$ cat config.mk
export PLATFORM = sky130hd
export DESIGN_NAME = ilid_cell
export DESIGN_NICKNAME = d
export VERILOG_FILES = /design/src/ilid_pkg.sv /design/src/ilid_cell.sv
export SDC_FILE = /design/constraint.sdc
export NUM_CORES = 1
export LEC_CHECK = 0
export BUFFER_PORTS_ARGS = -buffer_cell sky130_fd_sc_hd__clkbuf_2
export CAP_MARGIN = 40
export CELL_PAD_IN_SITES_DETAIL_PLACEMENT = 1
export CELL_PAD_IN_SITES_GLOBAL_PLACEMENT = 1
export CORE_MARGIN = 4
export CORE_UTILIZATION = 23
export CTS_CLUSTER_DIAMETER = 60
export DETAILED_ROUTE_END_ITERATION = 8
export PLACE_DENSITY_LB_ADDON = 0.12
export RECOVER_POWER = 25
export SYNTH_ARGS = -nofsm -noshare
export SYNTH_HDL_FRONTEND = slang
export SYNTH_SLANG_ARGS = --single-unit
$ cat constraint.sdc
create_clock -name aclk -period 3.5 [get_ports aclk]
set_input_delay 1.05 -clock aclk [delete_from_list [all_inputs] [get_ports aclk]]
set_output_delay 1.05 -clock aclk [all_outputs]
set_load 0.05 [all_outputs]
$ cat src/ilid_pkg.sv
// Shared types and codes for the indexed list insert/delete block.
package ilid_pkg;

    // Request action codes
    localparam logic [2:0] ACT_GET    = 3'd0;
    localparam logic [2:0] ACT_SET    = 3'd1;
    localparam logic [2:0] ACT_INSERT = 3'd2;
    localparam logic [2:0] ACT_DELETE = 3'd3;
    localparam logic [2:0] ACT_PUSH   = 3'd4;
    localparam logic [2:0] ACT_POP    = 3'd5;

    // Port widths of the request and response fields
    localparam int ACTION_W   = 3;
    localparam int POSITION_W = 7;
    localparam int VALUE_W    = 32;
    localparam int LENGTH_W   = 7;

    // Operation broadcast to every cell of the chain
    typedef enum logic [1:0] {
        OP_HOLD   = 2'd0,
        OP_WRITE  = 2'd1,
        OP_INSERT = 2'd2,
        OP_REMOVE = 2'd3
    } chain_op_t;

endpackage

$ cat src/ilid_cell.sv
// One storage cell of the list chain: holds one element, shifts with its neighbors.
module ilid_cell
    import ilid_pkg::*;
#(
    parameter int ELEMENT_WIDTH = 32,
    parameter int IDX_W         = 6,
    parameter int INDEX         = 0
) (
    input  logic                     aclk,
    input  chain_op_t                op,
    input  logic [IDX_W-1:0]         target,
    input  logic [ELEMENT_WIDTH-1:0] new_value,
    input  logic [ELEMENT_WIDTH-1:0] left_value,
    input  logic [ELEMENT_WIDTH-1:0] right_value,
    output logic [ELEMENT_WIDTH-1:0] value,
    output logic [ELEMENT_WIDTH-1:0] read_term
);

    localparam logic [IDX_W-1:0] MY_INDEX = IDX_W'(INDEX);

    logic [ELEMENT_WIDTH-1:0] value_reg;
    logic [ELEMENT_WIDTH-1:0] value_next;
    logic                     at_target;
    logic                     above_target;

    assign at_target    = (MY_INDEX == target);
    assign above_target = (MY_INDEX > target);

    always_comb begin
        value_next = value_reg;
        case (op)
            OP_HOLD: begin
                value_next = value_reg;
            end
            OP_WRITE: begin
                if (at_target) begin
                    value_next = new_value;
                end
            end
            OP_INSERT: begin
                // take from the lower neighbor above the slot, load the slot itself
                if (above_target) begin
                    value_next = left_value;
                end else if (at_target) begin
                    value_next = new_value;
                end
            end
            OP_REMOVE: begin
                // close the gap: everything from the slot upward takes from above
                if (above_target || at_target) begin
                    value_next = right_value;
                end
            end
            default: begin
                value_next = value_reg;
            end
        endcase
    end

    always_ff @(posedge aclk) begin
        value_reg <= value_next;
    end

    assign value     = value_reg;
    assign read_term = at_target ? value_reg : '0;

endmodule

==> reports/results.ini, run 1 <==
[logic_synthesis]
avgSynthCellArea_sq_um = 8.82
syn_nets = 333
ys.warnings.count = 0
netlist_area_sq_um = 2010
seq_area_frac_synth = 0.478
synth_top_area_frac = 0.478
synthCells = 228
ys_types = 16
yosys.area.top_type = edfxtp_1
ys_ff_latch = 32
ys_top_cells_by_area = edfxtp_1 48%, a31oi_1 10%, and3_1 10%

[worst_setup_path]
crit_path_cell_trace = clkbuf_2, nor4_4, buf_4, and3_1, clkbuf_2
worst_ep_required_time_ns = 2.45
cpPeakStageDelay_ns = 0.35
rr_startpoint = value[15]
path_buf_inv = 3
r2r_cells = 2
path_class = primary input to primary output
cp_data_arrival_time_ns = 2.29
end_kind = primary output
cp_slowest_cell = nor4_4
cp_num_cells = 5
r2r_setup_slack_ns = 2.63
cp-start-kind = primary input
cp_max_fo = 22
r2r_end = value[15]
cpMostUsedCell = clkbuf_2
path_delay_family = buffers and inverters

[cts]
numCtsBuffers = 5
cts_buffer_depth = 2
cts_tree = built
cts-root-buf = clkbuf_8
post_cts_buffers = 0
clkSlewWorstSetupHoldPaths_ns = 0.07
clock_sinks = 32
htree_levels = 2
insertion_delay_ns = 0.28
post_cts_resized = 0
hold_buffers = 0

[sta]
finalCritPeriodShare = 0.954
rsz0062_at_grt = no
worst_slew_pin_slew_ns = 0.721
slew_violations = 0
fmax_mhz = 300
holdWs_ns = 0.662
fin_skew_ns = 0
hold_viol_final = 0
slew_headroom = 0.519
finalSetupViolCount = 0
fin_crit_ns = 3.34
fin_setup_tns_ns = 0

[finish]
largest_register_ff_count = 32
diodes = 0
drive_above_1_share = 0.349
final_common_cell = clkbuf_2
area_growth_pct = 45.4
final_nets = 459
mostFrequentLayoutCells = 98 x clkbuf_2, 34 x clkbuf_1, 33 x nor2_1, 33 x a21oi_1

[pwr]
seqPwrFrac = 0.445
pwr-share-comb = 0.311
p_int_mw = 0.709
clkPwrFrac = 0.244
total_power_mw = 1.14
p_per_area_nw_per_um2 = 389
switching_share = 0.376
p_switching_mw = 0.427
cellLeakagePower_nw = 1.30
ir_worst_vdd_mv = 0.156

[detailed_routing]
viasPerCell = 4.87
top_layer = met4
drc_errors = 0
wl_per_cell_um = 17.2
ant_nets = 0
first_pass_iters = 4
dr_wl_met3_um = 420
drt_iter0_drc = 46
wirelength_um = 7920
wl_met1_um = 3610
dr_wl_met2_um = 3820
vias = 2239

[global_route]
grt_start_max_net_pins = 42
overflow = 0
antenna_found_initial = 0
grt_usage = 0.154
grt_pass1_wl_um = 12500
grt_pass1_vias = 2346

[die]
start_util = 0.241
die_w_um = 102
placementRows = 33
io_pins = 169
die-area_sq_um = 10300
chipHeight_um = 102
core_sq_um = 8340

[min_path]
hold_path_depth = 2
min_path_type = register to register
whs_endpoint = value[12]
hold_start = value[12]

[outcome]
status = finished clean

[placement]
io_buffer_count = 136
hpwl_um = 5450
globalplace.congestion = 0.727

[flow_run]
cap_violations = 0

-- synthesized netlist by cell type --
cell / number
nor2_1: 35
a21oi_1: 33
a31oi_1: 32
and3_1: 32
edfxtp_1: 32
o21ai_1: 32
clkbuf_1: 13
buf_2: 5
buf_4: 3
buf_6: 3
clkbuf_4: 3
and2_1: 1
nand2_1: 1
nor4_2: 1
or2_2: 1
or4_4: 1
-- cell families after synthesis --
group / share of synthesized area
buf+inv: 0.0759
flops: 0.478
simple gates: 0.185
compound gates: 0.261
-- metrics by stage --
stage / util / cell area, sq um / cells / worst slack [ns]
floorplan: - / 2010 / 228 / 0.327
global placement: 0.346 / 2880 / 452 / 0.152
detailed placement: 0.346 / 2880 / 452 / 0.139
CTS: 0.355 / 2960 / 460 / 0.145
global route: 0.351 / 2920 / 460 / 0.0643
finish: 0.351 / 2920 / 460 / 0.162
-- worst max-delay path by stage --
stage,endpoint,start,slack [ns]
after global placement,read_term[12],target[5],0.15
after floorplan,read_term[22],target[5],0.33
final,read_term[12],target[5],0.16
after detailed placement,read_term[12],target[5],0.14
after CTS,read_term[12],target[5],0.14
after global routing,read_term[9],target[5],0.06
-- layer usage --
layer  track usage  vias to the layer above
met4        0.0368                        0
met1         0.204                     1052
met2         0.259                       74
met5             0                        -
li1              -                     1108
met3        0.0296                        5
-- worst reg2reg max path: stages, from the launching register on --
cell	delay [ns]
edfxtp_1	0.43
o21ai_1	0.11
a21oi_1	0.08
-- layout make-up --
class / count / area, sq um
Sequential cell: 32 / 961
Clock inverter: 1 / 3.75
Fill cell: 1057 / 5420
Multi-Input combinational cell: 169 / 921
Timing Repair Buffer: 146 / 831
Clock buffer: 7 / 76.3
Tap cell: 105 / 131
-- power groups by stage --
stage / logic [mW] / clock network [mW] / registers, mW
floorplan: 0.109 / 0 / 0.648
global placement: 0.366 / 0 / 0.514
detailed placement: 0.368 / 0 / 0.515
CTS: 0.369 / 0.287 / 0.507
global route: 0.381 / 0.304 / 0.513
finish: 0.354 / 0.277 / 0.506
Note: power is estimated with default switching activity, not from simulation.
==> inputs of run 2 (changes only) <==
GPL_TIMING_DRIVEN = 0   (was unset)
==> run 2 against run 1 <==
Clock skew is the same. Die area is the same. Register-to-register slack about the same. Utilization shrank 0.21 points. Sequential power about the same. Final cell count grew 3.9%. Critical path depth up 1. Design area is 0.60% lower. Flip-flop and latch count did not move. Total power grew 1.3%. Largest cell class unchanged. Largest power group unchanged.
==> reports/results.ini, run 2 (synthesized netlist as in run 1, its figures left out) <==
[detailed_routing]
first_pass_iters = 4  ; unchanged
wirelength_um = 8510  ; +7.4%
ant_nets = 0  ; unchanged
vias = 2347  ; +4.8%
drt_iter0_drc = 115  ; +150%
viasPerCell = 4.91  ; +0.88%
wl_per_cell_um = 17.8  ; +3.4%
drc_errors = 0  ; unchanged

[cts]
cts-root-buf = clkbuf_8
insertion_delay_ns = 0.29  ; about the same
numCtsBuffers = 5  ; unchanged
cts_tree = built
post_cts_buffers = 0  ; unchanged
clkSlewWorstSetupHoldPaths_ns = 0.07  ; about the same
cts_buffer_depth = 2  ; unchanged
htree_levels = 2  ; unchanged
clock_sinks = 32  ; unchanged

[placement]
io_buffer_count = 136  ; unchanged
place_ws_ns = 0.00951  ; -0.129 ns
hpwl_um = 6510  ; +19%
globalplace.congestion = 0.694  ; -4.5%

[global_route]
grt_pass1_wl_um = 13000  ; +3.7%
overflow = 0  ; unchanged
grt_pass1_vias = 2497  ; +6.4%
grt_usage = 0.161  ; +0.00778
antenna_found_initial = 0  ; unchanged
grt_start_max_net_pins = 22  ; -48%

[min_path]
min_path_type = register to register
hold_path_depth = 2  ; unchanged

[die]
die_w_um = 102  ; unchanged
placementRows = 33  ; unchanged
core_sq_um = 8340  ; unchanged
io_pins = 169  ; unchanged
start_util = 0.241  ; unchanged
chipHeight_um = 102  ; unchanged
die-area_sq_um = 10300  ; unchanged

[finish]
area_growth_pct = 44.6
final_common_cell = clkbuf_2
seq_area_sq_um = 961  ; unchanged
largest_register_ff_count = 32  ; unchanged
final_nets = 477  ; +3.9%
num-fill-cells = 1091  ; +3.2%
multi_input_area_sq_um = 901  ; -2.2%
drive_above_1_share = 0.367  ; +0.0180
diodes = 0  ; unchanged
mostFrequentLayoutCells = 103 x clkbuf_2, 37 x clkbuf_1, 34 x nor2_1
final_util = 0.348  ; -0.00210

[sta]
fmax_mhz = 295  ; -1.7%
fin_setup_tns_ns = 0  ; unchanged
slew_headroom = 0.587  ; +0.0674
fin_ws_ns = 0.104  ; -0.0575 ns
slew_violations = 0  ; unchanged
rsz0062_at_grt = no
finalCritPeriodShare = 0.970  ; +0.0164
fin_skew_ns = 0  ; unchanged
hold_viol_final = 0  ; unchanged
holdWs_ns = 0.652  ; -0.0108 ns
worst_slew_pin_slew_ns = 0.623  ; -0.0984 ns
fin_crit_ns = 3.40  ; +0.0575 ns
finalSetupViolCount = 0  ; unchanged

[worst_setup_path]
cpMostUsedCell = clkbuf_2
path_class = primary input to primary output
r2r_cells = 2  ; unchanged
cp_slowest_cell = clkbuf_1
cpPeakStageDelay_ns = 0.35  ; about the same
end_kind = primary output
cp-start-kind = primary input
cp_data_arrival_time_ns = 2.35  ; +0.06 ns
cp_max_fo = 10  ; -55%
worst_ep_required_time_ns = 2.45  ; about the same
crit_path_cell_trace = clkbuf_2, nor2_1, buf_2, clkbuf_1, and3_1, clkbuf_2

[pwr]
cellLeakagePower_nw = 1.36  ; +4.5%
ir_worst_vdd_mv = 0.128  ; -18%
p_per_area_nw_per_um2 = 396  ; +1.9%

[flow_run]
cap_violations = 0  ; unchanged

[outcome]
status = finished clean

==> run 2: layout make-up <==
type	instances	share of cell area
flip-flops and latches	32	0.331
repair buffers	137	0.232
plain buffers	27	0.0538
multi-input cells	169	0.310
well taps	105	0.0452
clock buffers	5	0.0237
clock inverters	3	0.00474
==> run 2: final timing paths <==
kind	slack, ns	start	endpoint
setup / recovery	0.10	target[2]	read_term[10]
hold / removal	0.65	value[31]	value[31]
setup reg to reg	2.63	value[16]	value[16]
hold reg to reg	0.65	value[31]	value[31]
==> run 2: critical path, delay by kind of cell <==
family                 cells  cell delay [ns]
buffers and inverters      4             0.95
and+or+nand+nor            2             0.34
==> run 2: power by group <==
group | internal [mW] | switching, mW | leakage, nW
Clock | 0.135 | 0.148 | 0.0453
Sequential | 0.478 | 0.0288 | 0.310
Combinational | 0.0962 | 0.266 | 1.01
==> run 2: routing by layer <==
metal	share of wire	global-route usage	vias to the layer above
met5	0	0	-
met3	0.065	0.0331	6
li1	-	-	1146
met1	0.44	0.209	1112
met2	0.49	0.275	83
met4	0.011	0.0399	0
==> run 2: repair_timing <==
action                     in CTS  in global routing
setup endpoints to repair       1                 17
resized for setup               1                 13
hold buffers                    0                  0
==> run 2: through the flow <==
step                      instance area [sq um]  std cells  power (mW)
after floorplan                            2010        228       0.757
after global placement                     2830        469       0.879
after detailed placement                   2860        470       0.890
after CTS                                  2940        478        1.18
after global routing                       2910        478        1.21
final                                      2910        478        1.15
